<file path="src/rtl/core/wat_pkg.sv">
// Shared constants, types and codes for the waypoint arrival tracker.
`default_nettype none

package wat_pkg;

  localparam int MAX_WAYPOINTS = 64;
  localparam int COORD_BITS    = 20;

  localparam int AW     = $clog2(MAX_WAYPOINTS);      // route table address
  localparam int CNT_W  = $clog2(MAX_WAYPOINTS + 1);  // count / index, holds MAX
  localparam int MAG_W  = COORD_BITS + 1;             // |a - b|
  localparam int SQ_W   = 2 * MAG_W;                  // one squared term
  localparam int SUM_W  = SQ_W + 2;                   // sum of three squares, even
  localparam int ROOT_W = SUM_W / 2;
  localparam int LEN_W  = 32;
  localparam int RAD_W  = 16;
  localparam int RSQ_W  = 2 * RAD_W;
  localparam int CMP_W  = (SUM_W > RSQ_W) ? SUM_W : RSQ_W;

  localparam logic [RAD_W-1:0] RADIUS_RESET = RAD_W'(100);  // 10.0 m in dm

  // item kinds
  localparam logic [1:0] KIND_APPEND = 2'd0;
  localparam logic [1:0] KIND_CLEAR  = 2'd1;
  localparam logic [1:0] KIND_CHECK  = 2'd2;

  // config port
  localparam int CFG_AW = 3;
  localparam int CFG_DW = 32;
  localparam logic [0:0] REG_RADIUS = 1'b0;

  // stream widths
  localparam int IN_BITS     = 3 * COORD_BITS;
  localparam int IN_TDATA_W  = ((IN_BITS + 7) / 8) * 8;
  localparam int OUT_BITS    = 3 + 2 * CNT_W + 3 * COORD_BITS + LEN_W;
  localparam int OUT_TDATA_W = ((OUT_BITS + 7) / 8) * 8;

  typedef logic signed [COORD_BITS-1:0] coord_t;

  // x in the lowest bits, matching the input packing
  typedef struct packed {
    coord_t z;
    coord_t y;
    coord_t x;
  } point_t;

endpackage

`default_nettype wire

</file>
<file path="src/rtl/core/wat_sqr.sv">
// Bit-serial squarer of the difference of two coordinates.
`default_nettype none

module wat_sqr (
  input  wire                   clk,
  input  wire                   rst_n,
  input  wire                   start_i,
  input  wire  wat_pkg::coord_t a_i,
  input  wire  wat_pkg::coord_t b_i,
  output logic                  done_o,
  output logic [wat_pkg::SQ_W-1:0] sq_o
);
  import wat_pkg::*;

  localparam int CW = $clog2(MAG_W + 1);

  logic [CW-1:0]    cnt_r, cnt_nxt;
  logic             done_r, done_nxt;
  logic [SQ_W-1:0]  mcand_r, mcand_nxt;
  logic [MAG_W-1:0] mplier_r, mplier_nxt;
  logic [SQ_W-1:0]  acc_r, acc_nxt;
  logic signed [MAG_W-1:0] diff;
  logic [MAG_W-1:0] mag;

  assign diff = MAG_W'(signed'(a_i)) - MAG_W'(signed'(b_i));
  assign mag  = diff[MAG_W-1] ? MAG_W'(-diff) : MAG_W'(diff);

  always_comb begin
    cnt_nxt    = cnt_r;
    mcand_nxt  = mcand_r;
    mplier_nxt = mplier_r;
    acc_nxt    = acc_r;
    done_nxt   = (cnt_r == CW'(1));
    if (start_i) begin
      cnt_nxt    = CW'(MAG_W);
      mcand_nxt  = SQ_W'(mag);
      mplier_nxt = mag;
      acc_nxt    = '0;
    end else if (cnt_r != '0) begin
      // one multiplier bit per cycle
      if (mplier_r[0]) acc_nxt = acc_r + mcand_r;
      mcand_nxt  = {mcand_r[SQ_W-2:0], 1'b0};
      mplier_nxt = {1'b0, mplier_r[MAG_W-1:1]};
      cnt_nxt    = cnt_r - CW'(1);
    end
  end

  always_ff @(posedge clk) begin
    if (!rst_n) begin
      cnt_r  <= '0;
      done_r <= 1'b0;
    end else begin
      cnt_r  <= cnt_nxt;
      done_r <= done_nxt;
    end
    mcand_r  <= mcand_nxt;
    mplier_r <= mplier_nxt;
    acc_r    <= acc_nxt;
  end

  assign done_o = done_r;
  assign sq_o   = acc_r;

  a_start_idle: assert property (@(posedge clk) disable iff (!rst_n)
    start_i |-> cnt_r == '0)
    else $error("squarer restarted while busy");

endmodule

`default_nettype wire

</file>
<file path="config.mk">
export PLATFORM = sky130hd
export DESIGN_NAME = wat_sqr
export DESIGN_NICKNAME = d
export VERILOG_FILES = /design/src/rtl/core/wat_pkg.sv /design/src/rtl/core/wat_sqr.sv
export SDC_FILE = /design/constraint.sdc
export NUM_CORES = 1
export LEC_CHECK = 0
export ABC_AREA = 1
export ABC_CLOCK_PERIOD_IN_PS = 2700
export BUFFER_PORTS_ARGS = -buffer_cell sky130_fd_sc_hd__clkbuf_2
export CAP_MARGIN = 20
export CELL_PAD_IN_SITES_DETAIL_PLACEMENT = 1
export CELL_PAD_IN_SITES_GLOBAL_PLACEMENT = 1
export CORE_ASPECT_RATIO = 1.2
export CORE_MARGIN = 2
export CORE_UTILIZATION = 43
export DETAILED_ROUTE_END_ITERATION = 6
export PLACE_DENSITY_LB_ADDON = 0.3
export SYNTH_ARGS = -nofsm -noshare
export SYNTH_HDL_FRONTEND = slang
export SYNTH_SLANG_ARGS = --single-unit
</file>
<file path="constraint.sdc">
create_clock -name clk -period 2.7 [get_ports clk]
set_clock_uncertainty 0.1 [all_clocks]
set_input_delay 0.27 -clock clk [delete_from_list [all_inputs] [get_ports clk]]
set_output_delay 0.27 -clock clk [all_outputs]
set_load 0.02 [all_outputs]
</file>
# Word-level counts from Yosys, hierarchy flattened
# Index checks and enable logic that the tools add are counted.
# op_classes
addsub	4
eq_ne	1
n_mux	7
bitwise	1
n_reduce_logical	4
# ops
op	n
$mux W21	5
$add A42 B42 Y42	1
$neg A21 Y21	1
$sub A20 B20 Y21	1
$mux W5	2
$eq A5 B1 Y1 const B	1
$reduce_bool A5 Y1	1
$sub A5 B1 Y5 const B	1
$reduce_and A2 Y1	1
$reduce_bool A2 Y1	1
$reduce_or A2 Y1	1
$not A1 Y1	1
# totals
register_bits	111
input_bits	43
output_inout_bits	43
elab_cells	24

# Logic depth before layout (Yosys ltp)
# Gate-level depths: netlist of the first run.
# depth
word_depth	4
depth_mapped	20
depth_no_buf	20

# Least setup slack after synthesis of the first run
# OpenSTA, ideal clock, no wires.
# synth_timing
kind	in2reg
from	input a_i[0]
to	register mcand_r[18] (data pin)
setup_ns	0.253
t_arrival_ns	2.170
required_time_ns	2.347
slack_ns	0.177
stages	17
n_path_buf	0
cell_sequence	inv_1 ha_1 fa_1 ha_1 inv_1 nor2_2 nand3_2 nor2_2 nand2_2 nor2_4 nand2_2 nor2_2 nand3_2 nand2_1 nand2_1 nand3_2 nand2_1
# synth_via
elab_chain_cells	4
# synth_lines
item	line	rtl
start, declared	wat_sqr.sv:8	input wire wat_pkg::coord_t a_i,
$sub A20 B20 Y21 *	wat_sqr.sv:25	assign diff = MAG_W'(signed'(a_i)) - MAG_W'(signed'(b_i));
$neg A21 Y21	wat_sqr.sv:26	assign mag = diff[MAG_W-1] ? MAG_W'(-diff) : MAG_W'(diff);
$mux W21 *	wat_sqr.sv:26	
$mux W21 *	wat_sqr.sv:34	if (start_i) begin
named net mcand_nxt[18]	wat_sqr.sv:19	logic [SQ_W-1:0] mcand_r, mcand_nxt;
end signal, assigned	wat_sqr.sv:56	mcand_r <= mcand_nxt;
end, declared	wat_sqr.sv:19	
# The timed path passes the listed nets; every way through them passes the cells marked *.
# A chain may end at the register's enable or synchronous reset.

# Final worst setup path of the first run
# layout_timing
from	register mcand_r[17]
to	register acc_r[18], in the netlist sq_o[18]
# layout_via
elab_chain_cells	1
# layout_lines
item	line	rtl
$add A42 B42 Y42	wat_sqr.sv:41	if (mplier_r[0]) acc_nxt = acc_r + mcand_r;
end signal, assigned	wat_sqr.sv:58	acc_r <= acc_nxt;
end, declared	wat_sqr.sv:21	logic [SQ_W-1:0] acc_r, acc_nxt;
# No other way between the ends.

==> results of run 1 <==
[cell usage after synthesis (all sizes together)]
library cell / number
clkinv: 1
dfxtp: 69
or2: 6
inv: 215
xnor2: 8
nand2: 378
ha: 64
a21boi: 4
fa: 2
a21oi: 87
nand2b: 1
nand3b: 11
o21ai: 97
o21a: 2
nor3: 18
o311ai: 1
nor2: 218
o31ai: 1
o21bai: 14
xor2: 16
a211oi: 2
nand3: 79
buf: 11
a31oi: 5
clkbuf: 19
a21o: 6
nand4: 13
and3: 1
edfxtp: 42
o211ai: 13
nor4: 4
a31o: 1
[what timing repair did]
action | CTS | global route
endpoints found under the setup margin | 0 | 20
resized for setup | 0 | 28
setup buffers | 0 | 1
[worst max-delay path, stage by stage (launching register included)]
cell	delay [ns]
edfxtp_1	0.42
ha_1	0.39
nand2_1	0.16
nor2_2	0.23
inv_1	0.08
nor3_1	0.28
a21oi_1	0.15
buf_4	0.18
or2_2	0.27
nand3_1	0.08
o211ai_1	0.09
inv_1	0.07
[metrics by stage]
stage	util (%)	TNS [ns]	area, sq um
after floorplan	-	0	9060
after global placement	48.9	-0.930	10200
after detailed placement	48.9	-4.41	10200
after CTS	50.3	0	10500
after global routing	50.9	-0.0332	10600
final	50.9	0	10600
[cell families (layout without fill, tap and decap cells)]
logic type	count (synthesis)	in the layout
AO/OA/AOI/OAI	233	233
XOR/XNOR	24	24
adder cells (fa/ha/maj)	66	66
buffers and inverters	246	384
flip-flops	111	111
AND/OR/NAND/NOR	729	729
[power by group]
group | switching, mW | internal [mW]
combinational | 2.31 | 1.30
clock | 0.712 | 0.654
sequential | 0.311 | 2.13
[area by class of cell]
cell class              instances  share of cell area (%)
clock inverters                 6                   0.590
clock buffers                  10                    2.16
multi-input cells            1052                    52.6
inverters                     216                    7.67
well taps                     270                    3.18
repair buffers                152                    8.87
flip-flops and latches        111                    24.9
[flip-flops by register name, indices dropped and copies added, names as in the netlist]
register,flops
sq_o,42
mcand_r,42
done_o,1
cnt_r,5
mplier_r,21
[final timing paths]
| path | endpoint | start | depth (start not counted) | slack, ns |
|---|---|---|---|---|
| worst max-delay path | sq_o[18] | mcand_r[17] | 11 | 0.14 |
| worst min-delay path | cnt_r[2] | rst_n | 3 | 0.13 |
| worst max register to register | sq_o[18] | mcand_r[17] | 11 | 0.14 |
| worst min register to register | sq_o[41] | sq_o[41] | 2 | 0.42 |
[metal layers]
layer,vias up,share of wire (%)
met5,-,0
met4,0,6.1
met3,79,2.4
met2,164,54
met1,4613,37
li1,4792,-
==> flow_summary.toml, run 1 <==
[synthesis]
seq_area_frac_synth_pct = 29.2
syn_area_sq_um = 9060
netlist_instances = 1409
yosys.area.top_type = "dfxtp_1"
ys_ff_latch = 111
syn_nets = 1518
synth_top_family_by_area = "simple AND/OR/NAND/NOR gates"
synth.distinct_cells = 44
synth_fa_ha_area_share_pct = 9.28
synthMuxAreaShare_pct = 0
synth_top_area_share_pct = 15.2
avgSynthCellArea_sq_um = 6.43
synth_xor_area_share_pct = 2.32
yosys_warnings = 0
synth_area_leaders = "dfxtp_1 15%, nand2_1 15%, edfxtp_1 14%"
synth_compound_area_share_pct = 14.2
synthSimpleGateAreaFrac_pct = 34.5

[global_route]
grt_start_max_net_pins = 43
grtUsageMet3_pct = 3.42
grtUsageTotal_pct = 28.5
antenna_found_initial = 0
grt_first_pass_wirelength_um = 49500
grt_use_met1_pct = 28.4
overflow = 0
met2_usage_pct = 55.3
busiest_layer = "met2"
first_global_vias = 10200

[floorplan]
coreArea_sq_um = 20800
start_util_pct = 43.5
ios = 86
rows = 58
dieArea_sq_um = 22200
die_h_um = 163
die_w_um = 136

[setup_path]
crit_type = "register to register"
arrival_ns = 2.77
worstPathMaxFanout = 4
worst_ep_required_time_ns = 2.91
endpoint_kind = "register"
start_kind = "register"

[placement]
dp_hpwl_um = 25600
pre_cts_slack_ns = -0.229
place_congestion = 0.934
place_inst = 1800
portBuffers = 85

[finish]
fill_cells = 2871
seq_area_sq_um = 2640
nets = 1651
final_common_cell = "nand2_1"
drive_gt1_share_pct = 15.8
diodes = 0
final_cells = 1817
mostFrequentLayoutCells = "359 x nand2_1, 208 x inv_1, 201 x nor2_1"
multi_input_area_sq_um = 5580
area_growth_pct = 17.1

[timing]
relSlewSlack_pct = 59.5
drv_slew = 0
worst_pin_slew_ns = 0.607
fin_crit_sh_pct = 94.7
fin_ws_ns = 0.144
setup_violations = 0
finalHoldViolCount = 0
min_period_ns = 2.56
max_freq_mhz = 391
hold_slack_ns = 0.132

[power]
vdd_drop_max_v = 0.000414
leakagePower_nw = 5.52
totalPowerFinal_mw = 7.42
p_per_area_nw_per_um2 = 699

[route]
wl_per_cell_um = 17.2
detail-route-antenna-nets = 0
drt-total-wl_um = 31300
drt-vias-per-instance = 5.31
drc = 0
dr.pass1.iters = 5
vias = 9648
drtIter0Drc = 414

[hold_path]
min-delay-path-class = "input port to register"

[clocking]
clk_latency_ns = 0.37
cts_made_buffers = 9
clkTransAtPathRegs_ns = 0.08
h-tree-depth = 3
root_buffer = "clkbuf_16"
cts_hold_buffers = 0
cts_max_path_buffers = 2
cts_tree = "yes"
clock_sinks = 111

[status]
status = "complete, no violations"

[run]
maxCapViolCount = 0
Note: power is estimated with default switching activity, not from simulation.
==> run 2, diff against run 1 <==
--- a/config.mk
+++ b/config.mk
@@ -13,7 +13,7 @@
 export CELL_PAD_IN_SITES_GLOBAL_PLACEMENT = 1
 export CORE_ASPECT_RATIO = 1.2
 export CORE_MARGIN = 2
-export CORE_UTILIZATION = 43
+export CORE_UTILIZATION = 35
 export DETAILED_ROUTE_END_ITERATION = 6
 export PLACE_DENSITY_LB_ADDON = 0.3
 export SYNTH_ARGS = -nofsm -noshare
==> flow_summary.toml, run 2 (synthesis gave the netlist of run 1 again) <==
[status]
status = "complete, no violations"

[placement]
pre_cts_slack_ns = -0.172
place_congestion = 0.904
dp_hpwl_um = 24500
portBuffers = 85

[clocking]
cts_made_buffers = 9
cts_tree = "yes"
post_cts_buffers = 0
clk_latency_ns = 0.37
clkTransAtPathRegs_ns = 0.07
clock_sinks = 111
h-tree-depth = 3
cts_max_path_buffers = 2
root_buffer = "clkbuf_16"

[setup_path]
cpMostUsedCell = "nand2_1"
endpoint_kind = "register"
arrival_ns = 2.71
max_stage_delay_ns = 0.42
path_cells = "ha_1, a21oi_1, o21bai_1, nand2b_1, nand2_1, nand2_1, a21oi_1, or2_2, nand2_1, nand2_1, nand3_1, nand2_1, inv_1"
cp_slowest_cell = "edfxtp_1"
start_kind = "register"
worstPathMaxFanout = 4
worst_ep_required_time_ns = 2.87
rr_worst_depth = 13
crit_type = "register to register"

[finish]
mostFrequentLayoutCells = "358 x nand2_1, 207 x inv_1, 205 x nor2_1"
final_common_cell = "nand2_1"
fin_util_pct = 41.4
fill_cells = 3450
nets = 1638
diodes = 0
drive_gt1_share_pct = 14.3
area_growth_pct = 16.5

[global_route]
grtUsageTotal_pct = 22.3
overflow = 0
grt_first_pass_wirelength_um = 47900
first_global_vias = 9783
grt_start_max_net_pins = 66
antenna_found_initial = 0

[timing]
fin_crit_sh_pct = 93.8
fin_tns_setup_ns = 0
drv_slew = 0
rsz0062_at_grt = "true"
max_freq_mhz = 395
hold_slack_ns = 0.128
worst_pin_slew_ns = 0.586
setup_violations = 0
min_period_ns = 2.53
relSlewSlack_pct = 61.0
finalHoldViolCount = 0
fin_ws_ns = 0.168

[power]
leakagePower_nw = 5.46
p_per_area_nw_per_um2 = 693
totalPowerFinal_mw = 7.31
vdd_drop_max_v = 0.000335

[floorplan]
ios = 86
start_util_pct = 35.6
die_w_um = 151
die_h_um = 180
rows = 64
coreArea_sq_um = 25500
dieArea_sq_um = 27200

[hold_path]
hold_depth = 3
min-delay-path-class = "input port to register"

[route]
drt-total-wl_um = 29600
detail-route-antenna-nets = 0
dr.pass1.iters = 6
vias = 9392
drc = 0
wl_per_cell_um = 15.9
drtIter0Drc = 466
drt-vias-per-instance = 5.04

[run]
maxCapViolCount = 0
## run 2: changes by cell type in the layout (fill, tap and decap cells not counted), sizes merged
cell      delta
clkinvlp     +2
bufinv       +2
clkbuf       +1
buf         -13
inv          -3
clkinv       -2
## run 2: final cells by class
| class | count | area, sq um | area share [%] |
|---|---|---|---|
| Clock buffer | 11 | 233 | 2.21 |
| Timing Repair Buffer | 139 | 856 | 8.11 |
| Multi-Input combinational cell | 1052 | 5510 | 52.2 |
| Inverter | 216 | 811 | 7.69 |
| Sequential cell | 111 | 2640 | 25.1 |
| Clock inverter | 5 | 83.8 | 0.795 |
| Tap cell | 330 | 413 | 3.91 |
## run 2: worst max-delay path: cells and delay by family, from the launching register on
kind,cells,cell delay (ns)
buffers and inverters,1,0.04
adder cells (fa/ha/maj),1,0.35
AO/OA/AOI/OAI,3,0.71
AND/OR/NAND/NOR,8,0.84
flip-flops,1,0.42
## run 2: per-stage QoR
step           cell area [sq um]  cells
4_1_cts                    10500   1864
2_1_floorplan               9060   1409
6_report                   10500   1864
3_3_place_gp               10200   1848
3_5_place_dp               10200   1848
5_1_grt                    10500   1864
## run 2: repair_timing
action / 4_1_cts / 5_1_grt
setup endpoints to repair: 0 / 32
hold buffers: 0 / 0
resized for setup: 0 / 17
hold endpoints to repair: 0 / 0
## run 2: layer usage
metal	global-route usage [%]	share of wire (%)	wire (um)
met1	23.3	39	11600
met2	42.9	54	16000
met3	3.09	2.6	760
met4	10.2	4.3	1290
met5	0	0	0
## run 2: worst paths after layout
| path | startpoint | to | slack [ns] |
|---|---|---|---|
| setup / recovery | mcand_r[4] | sq_o[31] | 0.17 |
| hold / removal | rst_n | cnt_r[2] | 0.13 |
| setup reg to reg | mcand_r[4] | sq_o[31] | 0.17 |
| hold reg to reg | cnt_r[0] | cnt_r[0] | 0.41 |
## run 2: where the power goes
group          internal [mW]  switching [mW]  leakage, nW
logic                   1.22            2.21         4.30
registers               2.13           0.276         1.02
clock network          0.816           0.649        0.146
