==> src/rtl/core/wat_pkg.sv <==
// Shared constants, types and codes for the waypoint arrival tracker.
`default_nettype none

package wat_pkg;

  localparam int MAX_WAYPOINTS = 64;
  localparam int COORD_BITS    = 20;

  localparam int AW     = $clog2(MAX_WAYPOINTS);      // route table address
  localparam int CNT_W  = $clog2(MAX_WAYPOINTS + 1);  // count / index, holds MAX
  localparam int MAG_W  = COORD_BITS + 1;             // |a - b|
  localparam int SQ_W   = 2 * MAG_W;                  // one squared term
  localparam int SUM_W  = SQ_W + 2;                   // sum of three squares, even
  localparam int ROOT_W = SUM_W / 2;
  localparam int LEN_W  = 32;
  localparam int RAD_W  = 16;
  localparam int RSQ_W  = 2 * RAD_W;
  localparam int CMP_W  = (SUM_W > RSQ_W) ? SUM_W : RSQ_W;

  localparam logic [RAD_W-1:0] RADIUS_RESET = RAD_W'(100);  // 10.0 m in dm

  // item kinds
  localparam logic [1:0] KIND_APPEND = 2'd0;
  localparam logic [1:0] KIND_CLEAR  = 2'd1;
  localparam logic [1:0] KIND_CHECK  = 2'd2;

  // config port
  localparam int CFG_AW = 3;
  localparam int CFG_DW = 32;
  localparam logic [0:0] REG_RADIUS = 1'b0;

  // stream widths
  localparam int IN_BITS     = 3 * COORD_BITS;
  localparam int IN_TDATA_W  = ((IN_BITS + 7) / 8) * 8;
  localparam int OUT_BITS    = 3 + 2 * CNT_W + 3 * COORD_BITS + LEN_W;
  localparam int OUT_TDATA_W = ((OUT_BITS + 7) / 8) * 8;

  typedef logic signed [COORD_BITS-1:0] coord_t;

  // x in the lowest bits, matching the input packing
  typedef struct packed {
    coord_t z;
    coord_t y;
    coord_t x;
  } point_t;

endpackage

`default_nettype wire

==> src/rtl/core/wat_isqrt.sv <==
// Digit-serial floor square root, two radicand bits per cycle.
`default_nettype none

module wat_isqrt (
  input  wire                         clk,
  input  wire                         rst_n,
  input  wire                         start_i,
  input  wire  [wat_pkg::SUM_W-1:0]   rad_i,
  output logic                        done_o,
  output logic [wat_pkg::ROOT_W-1:0]  root_o
);
  import wat_pkg::*;

  localparam int CW    = $clog2(ROOT_W + 1);
  localparam int REM_W = ROOT_W + 2;

  logic [CW-1:0]     cnt_r, cnt_nxt;
  logic              done_r, done_nxt;
  logic [SUM_W-1:0]  rad_r, rad_nxt;
  logic [REM_W-1:0]  rem_r, rem_nxt;
  logic [ROOT_W-1:0] root_r, root_nxt;
  logic [REM_W-1:0]  rem_sh, trial;
  logic              ge;

  assign rem_sh = {rem_r[ROOT_W-1:0], rad_r[SUM_W-1 -: 2]};
  assign trial  = {root_r, 2'b01};
  assign ge     = (rem_sh >= trial);

  always_comb begin
    cnt_nxt  = cnt_r;
    rad_nxt  = rad_r;
    rem_nxt  = rem_r;
    root_nxt = root_r;
    done_nxt = (cnt_r == CW'(1));
    if (start_i) begin
      cnt_nxt  = CW'(ROOT_W);
      rad_nxt  = rad_i;
      rem_nxt  = '0;
      root_nxt = '0;
    end else if (cnt_r != '0) begin
      rad_nxt  = {rad_r[SUM_W-3:0], 2'b00};
      rem_nxt  = ge ? (rem_sh - trial) : rem_sh;
      root_nxt = {root_r[ROOT_W-2:0], ge};
      cnt_nxt  = cnt_r - CW'(1);
    end
  end

  always_ff @(posedge clk) begin
    if (!rst_n) begin
      cnt_r  <= '0;
      done_r <= 1'b0;
    end else begin
      cnt_r  <= cnt_nxt;
      done_r <= done_nxt;
    end
    rad_r  <= rad_nxt;
    rem_r  <= rem_nxt;
    root_r <= root_nxt;
  end

  assign done_o = done_r;
  assign root_o = root_r;

  a_start_idle: assert property (@(posedge clk) disable iff (!rst_n)
    start_i |-> cnt_r == '0)
    else $error("root unit restarted while busy");

endmodule

`default_nettype wire

==> config.mk <==
export PLATFORM = sky130hd
export DESIGN_NAME = wat_isqrt
export DESIGN_NICKNAME = d
export VERILOG_FILES = /design/src/rtl/core/wat_pkg.sv /design/src/rtl/core/wat_isqrt.sv
export SDC_FILE = /design/constraint.sdc
export NUM_CORES = 1
export LEC_CHECK = 0
export BUFFER_PORTS_ARGS = -buffer_cell sky130_fd_sc_hd__buf_2
export CAP_MARGIN = 30
export CORE_ASPECT_RATIO = 0.5
export CORE_UTILIZATION = 44
export DETAILED_ROUTE_END_ITERATION = 8
export HOLD_SLACK_MARGIN = 0.02
export PLACE_DENSITY = 0.76
export SYNTH_ARGS = -nofsm -noshare
export SYNTH_HDL_FRONTEND = slang
export SYNTH_SLANG_ARGS = --single-unit
export TNS_END_PERCENT = 100
==> constraint.sdc <==
create_clock -name clk -period 4.36 [get_ports clk]
set_input_delay 0.872 -clock clk [delete_from_list [all_inputs] [get_ports clk]]
set_output_delay 0.872 -clock clk [all_outputs]
set_load 0.02 [all_outputs]
### Word level (Yosys, flattened, before mapping)

Cells that the tools add are included.

* $add $sub $neg: 2
* magnitude comparators: 1
* eq/ne operators: 1
* multiplexer cells: 5
* bitwise logic cells: 1
* reduce and logical (&&, ||, !) cells: 3

Operator list (count)
* $mux W44: 2
* $ge A24 B24 Y1: 1
* $mux W22: 1
* $sub A22 B22 Y22: 1
* $mux W5: 2
* $eq A5 B1 Y1 const B: 1
* $reduce_bool A5 Y1: 1
* $sub A5 B1 Y5 const B: 1
* $reduce_bool A2 Y1: 1
* $reduce_or A2 Y1: 1
* $not A1 Y1: 1

* bits in registers: 94
* bits of input ports: 47
* output and inout port bits: 23
* logic and storage cells: 19

### Depth between registers and ports, before layout

Gate-level depths: netlist of run 1.

* depth after elaboration: 3
* mapped depth: 11
* depth with buffers taken out: 9

### Least setup slack after synthesis of run 1

No wires, ideal clock.

* path kind: input-to-reg
* start point: in start_i
* end point: reg rad_r[0], enable pin
* library setup time: 0.398 ns
* arrival time: 2.125 ns
* data required time: 3.962 ns
* setup slack: 1.837 ns
* cell stages on the path: 3
* path buffers: 1
* path through: clkbuf_1 -> nor2_1 -> inv_1

* word-level cells in the longest chain between the ends: 1

RTL lines
* start: declaration: line wat_isqrt.sv:7 `input wire start_i,`
* $reduce_bool A2 Y1 (no line)
* end signal: assignment: line wat_isqrt.sv:56 `rad_r <= rad_nxt;`
* end: declaration: line wat_isqrt.sv:19 `logic [SUM_W-1:0] rad_r, rad_nxt;`

Every way passes these cells.
A chain may end at the register's enable or synchronous reset.

### Worst setup path in the final report of run 1

* start point: reg root_r[15] (netlist: root_o[15])
* end point: reg rem_r[18]

* word-level cells in the longest chain between the ends: 2
* elaborated cells between the ends (all ways): 3
* classes of those cells: add/sub: 1; order compare: 1; mux: 1

RTL lines
* start: declaration: line wat_isqrt.sv:21 `logic [ROOT_W-1:0] root_r, root_nxt;`
* start signal: assignment: line wat_isqrt.sv:58 `root_r <= root_nxt;`
* $sub A22 B22 Y22 or $ge A24 B24 Y1 (tied branches): line wat_isqrt.sv:42, wat_isqrt.sv:27
* $mux W22 *: line wat_isqrt.sv:42 `rem_nxt = ge ? (rem_sh - trial) : rem_sh;`
* end signal: assignment: line wat_isqrt.sv:57 `rem_r <= rem_nxt;`
* end: declaration: line wat_isqrt.sv:20 `logic [REM_W-1:0] rem_r, rem_nxt;`

Every way passes the cells marked *; elsewhere a longest branch is shown, timed or not.

==> results of run 1 <==
registers in the layout, summed over array words and instances, names as in the netlist:
signal,cells
rad_r,44
root_o,22
cnt_r,5
rem_r,22
done_o,1
cell type report:
cell class	count	area, um^2
fill	1046	5250
multi-input combinational	384	2700
sequential	94	2320
timing repair buffer	74	398
clock buffer	9	225
tap	159	199
inverter	40	150
clock inverter	7	109
routing by layer:
metal  track usage  wire (um)  up-vias  part of all wire
li1              -          -     2078                 -
met1         0.257       5530     1905              0.50
met2         0.280       4760      125              0.43
met3        0.0565        648       15             0.059
met4        0.0583        139        0             0.013
met5             0          0        -                 0
final timing paths:
check              end  slack [ns]
min             done_o        0.46
min reg2reg     done_o        0.46
max          rem_r[18]        1.45
max reg2reg  rem_r[18]        1.45
cell families (layout without fill, tap and decap cells):
| logic type | after synthesis | count (layout) |
|---|---|---|
| xor+xnor | 15 | 15 |
| flops | 94 | 94 |
| mux | 56 | 56 |
| buf+inv | 69 | 130 |
| fa+ha+maj | 26 | 26 |
| simple gates | 159 | 159 |
| compound gates | 128 | 128 |
cells in the mapped netlist (3+ instances only):
master    count  area, um^2
nor3b_1       4        30.0
and3_1        3        18.8
mux2i_1      14         140
a31oi_1       3        18.8
dfxtp_1      50        1000
inv_1        40         150
nand4_1       3        18.8
buf_2         6        30.0
o31ai_1       4        30.0
edfxtp_1     44        1320
o21ai_1       3        15.0
nand2b_1      4        25.0
nand2_1      66         248
xnor2_1      11        96.3
a211oi_1     15         113
and2_1        5        31.3
or3_1         3        18.8
o21a_1       12        90.1
nor3_1       11        55.1
nor2_1       39         146
o21ai_0      13        65.1
mux2_2       42         473
o21bai_1      3        22.5
a21o_1        5        37.5
nand3_1       8        40.0
a21oi_1      43         215
ha_1         26         325
clkbuf_1     19        71.3
o211ai_1      3        22.5
xor2_1        4        35.0
worst max-delay path, cell delays in order (launching register included):
cell and delay, ns:
dfxtp_1 0.39, inv_1 0.06, ha_1 0.42, nand4_2 0.21
nor3_2 0.22, o211a_1 0.18, o21ai_2 0.05, a21oi_2 0.64
buf_12 0.25, nand2_1 0.10, o31ai_1 0.29
power groups by stage:
stage	clock network, mW	logic (mW)	registers (mW)
floorplan	0	1.55	1.17
global placement	0	1.87	1.19
detailed placement	0	1.91	1.19
CTS	0.907	1.93	1.17
global route	0.939	2.14	1.19
finish	0.890	1.94	1.17
==> reports/results.txt, run 1 <==
non-filler cells, final - 767
DR iter-0 viols - 298
Via-to-Cell Ratio - 5.38
layout overhead on the synthesized area - 15.2%
Post-synth top flop - dfxtp_1
port bufs - 69
first-pass GRT wire length - 18300 um
Critical Path End Type - flip-flop
final worst-path setup slack - 1.45 ns
f_max - 344 MHz
antenna cell count - 0
HPWL after DPL - 7800 um
Starting Density - 0.466
largest family of logic cells by synthesized area - compound AO/OA/AOI/OAI gates
GPL Wtd Cong - 0.878
Worst-path clk slew - 0.07 ns
Crit Path Class - flip-flop to flip-flop
GR Util All Layers - 0.187
Max Buffers Root-to-Sink - 2
Pre-antenna DRT Iters - 5
R2R Path Start - root_o[15]
Clock Sink Count - 94
critical path data required time - 4.62 ns
hold_sp - cnt_r[2]
placed insts - 751
adder-cell share of the synthesized area - 0.0615
crit start category - flip-flop
hold crit path type - flip-flop to flip-flop
endpoints failing setup - 0
number of synthesized flops with an enable pin - 44
max_cap viols - 0
Slew headroom - 0.474
Die Y - 79.6 um
post-synthesis sequential area ratio - 0.439
I/O Pins - 70
die width - 157 um
Post-Syn Instances - 547
layout cell share with drive strength beyond 1 - 0.240
Final ANT Viol Nets - 0
most frequent cells in the layout - 68 x buf_2, 66 x nand2_1, 50 x dfxtp_1
Post CTS Setup Buffer Count - 0
R2R depth - 10
Hold Slack - 0.458 ns
Synth Area in XOR/XNOR - 0.0248
Int Pwr - 2.45 mW
CTS tree - built
Synth Cell Area - 5290 um^2
post-cts sizing count - 0
Net Sw Power - 1.55 mW
Seq cells post-synth - 94
overall power - 4.00 mW
setup TNS - 0 ns
Post-Route Utilization - 0.537
worst slew pin tran - 0.790 ns
Final Slew Violations - 0
cell area after layout - 6100 um^2
PwrDens - 656 nW/um^2
post-synth net total - 620
Pleak - 2.47 nW
cell at the root of the clock tree - clkbuf_16
clk_lat worst skew - 0.35 ns
initial antenna violation count - 0
Setup WS pre-CTS - 1.41 ns
total gr overflow - 0
Hold Path Cell Cnt - 1
async set-or-reset flop fraction in the synthesized netlist - 0
most common cell after layout, fill and taps aside - buf_2
core footprint - 11400 um^2
Site Rows - 27
Synth Area in Compound Gates - 0.165
status - finished, final reports clean
die area - 12500 um^2
routed vias - 4123
CTS Buf Count - 9
Flop pwr share - 0.293
DRC - 0
worst vdd ir - 335 uV
Total Wirelength - 11100 um
Clk network pwr share - 0.223
mux contribution to synthesized area - 0.116
Cell variety after synth - 62
yosys warns - 0
final hold violations - 0
syn avg cell area - 9.68 um^2
Worst Path Max Fanout - 19
largest net degree at the start of global routing - 61
# H-tree levels - 3
final cycle utilization of the critical path - 0.667
Tmin final - 2.91 ns
DP Area - 5760 um^2
Final nets - 676
CP Launch Point - root_o[15]
Synth Area in Simple Gates - 0.141
unrepaired setup endpoints after global routing - false
number of global-route vias before repair - 3930
Data arrival, critical path - 3.17 ns
Gate power share - 0.484
# hold bufs at CTS - 0
clock skew - 0.00827 ns
sw frac - 0.387
Routed WL per cell - 14.4 um
Note: power is estimated with default switching activity, not from simulation.
==> run 2: changes to the inputs <==
==> constraint.sdc (replaced) <==
create_clock -name clk -period 3 [get_ports clk]
set_input_delay 0.6 -clock clk [delete_from_list [all_inputs] [get_ports clk]]
set_output_delay 0.6 -clock clk [all_outputs]
set_load 0.02 [all_outputs]
==> run 2 against run 1 <==
Against the previous run:
- total power rose by 42%
- sequential power rose by 45%
- non-clock buffer count rose by 5
- via count rose by 0.49%
- first-iteration DRC count rose by 5.0%
- die area did not move
- global-route usage rose by 0.25 points
- register-to-register slack got worse by 0.95 ns
- combinational power rose by 46%
- largest power group unchanged
==> reports/results.txt, run 2 (synthesis results as in run 1) <==
clock skew - 0.0122 ns (+0.00388 ns)
antenna cell count - 0 (unchanged)
HPWL after DPL - 7900 um (+1.4%)
core footprint - 11400 um^2 (unchanged)
Total Wirelength - 11300 um (+1.6%)
clk_lat worst skew - 0.35 ns (about the same)
Worst-path clk slew - 0.07 ns (about the same)
Worst Path Max Fanout - 5 (-14)
area occupied by multi-input gates - 2700 um^2 (unchanged)
I/O Pins - 70 (unchanged)
cell area after layout - 6090 um^2 (-0.16%)
# H-tree levels - 3 (unchanged)
layout overhead on the synthesized area - 15.0%
crit-path most repeated cell - a211oi_1
hold crit path type - flip-flop to flip-flop
Flop pwr share - 0.300 (+0.007)
Max Buffers Root-to-Sink - 2 (unchanged)
Gate power share - 0.498 (+0.014)
Final Slew Violations - 0 (unchanged)
final cycle utilization of the critical path - 0.832 (+0.165)
Routed WL per cell - 14.6 um (+0.95%)
CP max stage cell - nor3b_1
die width - 157 um (unchanged)
Tmin final - 2.50 ns (-0.413 ns)
f_max - 400 MHz (+17%)
number of flip-flops in the largest register - 44 (unchanged)
initial antenna violation count - 0 (unchanged)
status - finished, final reports clean
slowest stage delay, CP - 0.43 ns (-0.21 ns)
# hold bufs at CTS - 0 (unchanged)
Final ANT Viol Nets - 0 (unchanged)
most common cell after layout, fill and taps aside - buf_2
Crit Path Class - flip-flop to flip-flop
GPL Wtd Cong - 0.914 (+4.1%)
Starting Density - 0.466 (unchanged)
Post CTS Setup Buffer Count - 0 (unchanged)
Int Pwr - 3.40 mW (+39%)
critical path data required time - 3.25 ns (-1.37 ns)
worst vdd ir - 398 uV (+19%)
first-pass GRT wire length - 18400 um (+0.45%)
Clock Sink Count - 94 (unchanged)
most frequent cells in the layout - 68 x buf_2, 66 x nand2_1, 50 x dfxtp_1
max_cap viols - 0 (unchanged)
DR iter-0 viols - 313 (+5.0%)
sw frac - 0.402 (+0.0143)
CP cell instances - inv_1 -> ha_1 -> nor2b_1 -> o211ai_1 -> a211oi_1 -> nor3b_1 -> xnor2_1 -> mux2i_1 -> a211oi_1
Reg area - 2320 um^2 (unchanged)
largest net degree at the start of global routing - 67 (+9.8%)
setup TNS - 0 ns (unchanged)
CTS tree - built
crit start category - flip-flop
Site Rows - 27 (unchanged)
CTS Buf Count - 9 (unchanged)
unrepaired setup endpoints after global routing - false
fillcell total - 1013 (-3.2%)
Final nets - 681 (+0.74%)
PwrDens - 933 nW/um^2 (+42%)
DRC - 0 (unchanged)
cell at the root of the clock tree - clkbuf_16
worst slew pin tran - 0.747 ns (-0.0425 ns)
routed vias - 4143 (+0.49%)
Via-to-Cell Ratio - 5.37 (-0.17%)
number of global-route vias before repair - 3940 (+0.25%)
final hold violations - 0 (unchanged)
Pre-antenna DRT Iters - 5 (unchanged)
Reg with most FFs - rad_r
Pleak - 2.47 nW (+0.14%)
Slew headroom - 0.502 (+0.0283)
layout cell share with drive strength beyond 1 - 0.246 (+0.00620)
Die Y - 79.6 um (unchanged)
DP Area - 5790 um^2 (+0.43%)
Data arrival, critical path - 2.75 ns (-0.42 ns)
die area - 12500 um^2 (unchanged)
Net Sw Power - 2.28 mW (+47%)
GR Util All Layers - 0.189 (+0.00254)
Hold Slack - 0.460 ns (+0.00262 ns)
port bufs - 69 (unchanged)
Critical Path End Type - flip-flop
endpoints failing setup - 0 (unchanged)
total gr overflow - 0 (unchanged)
Clk network pwr share - 0.202 (-0.021)
post-cts sizing count - 0 (unchanged)
==> run 2: changes by cell type in the layout (fill, tap and decap cells not counted) <==
| cell | delta |
|---|---|
| buf_12 | -1 |
| buf_4 | +6 |
| bufinv_16 | -2 |
| clkinv_8 | +1 |
| inv_6 | +1 |
==> run 2: power groups by stage <==
stage / registers [mW] / logic, mW / clock network [mW]
3_5_place_dp: 1.73 / 2.78 / 0
6_report: 1.70 / 2.83 / 1.15
4_1_cts: 1.70 / 2.81 / 1.18
5_1_grt: 1.73 / 3.12 / 1.22
2_1_floorplan: 1.70 / 2.26 / 0
3_3_place_gp: 1.72 / 2.73 / 0
==> run 2: through the flow <==
step / power (mW) / util / std cells / setup WS [ns]
final: 5.68 / 0.536 / 772 / 0.503
after global routing: 6.06 / 0.536 / 772 / 0.255
after CTS: 5.68 / 0.536 / 772 / 0.493
after detailed placement: 4.51 / 0.510 / 756 / 0.486
after global placement: 4.45 / 0.510 / 756 / 0.495
after floorplan: 3.96 / - / 547 / 0.578
==> run 2: area by class of cell <==
cell class,count,share of cell area
inverter,40,0.0247
clock buffer,9,0.0370
tap,159,0.0327
sequential,94,0.381
timing repair buffer,79,0.0695
multi-input combinational,384,0.443
clock inverter,7,0.0121
==> run 2: routing by layer <==
metal,global-route usage,part of all wire
met5,0,0
met4,0.0699,0.014
met3,0.0679,0.078
met2,0.297,0.44
met1,0.240,0.47
==> run 2: path summary, 6_finish.rpt <==
path,start,to,slack (ns),cells past startpoint
setup / recovery,root_o[0],rem_r[16],0.50,9
hold / removal,cnt_r[2],done_o,0.46,1
setup reg to reg,root_o[0],rem_r[16],0.50,9
hold reg to reg,cnt_r[2],done_o,0.46,1
==> run 2: worst max-delay path, delay by kind of cell, from the launching register on <==
| kind | cells | cell delay (ns) |
|---|---|---|
| simple gates | 2 | 0.61 |
| buf+inv | 1 | 0.07 |
| mux | 1 | 0.08 |
| fa+ha+maj | 1 | 0.36 |
| compound gates | 3 | 0.77 |
| flops | 1 | 0.35 |
| xor+xnor | 1 | 0.17 |
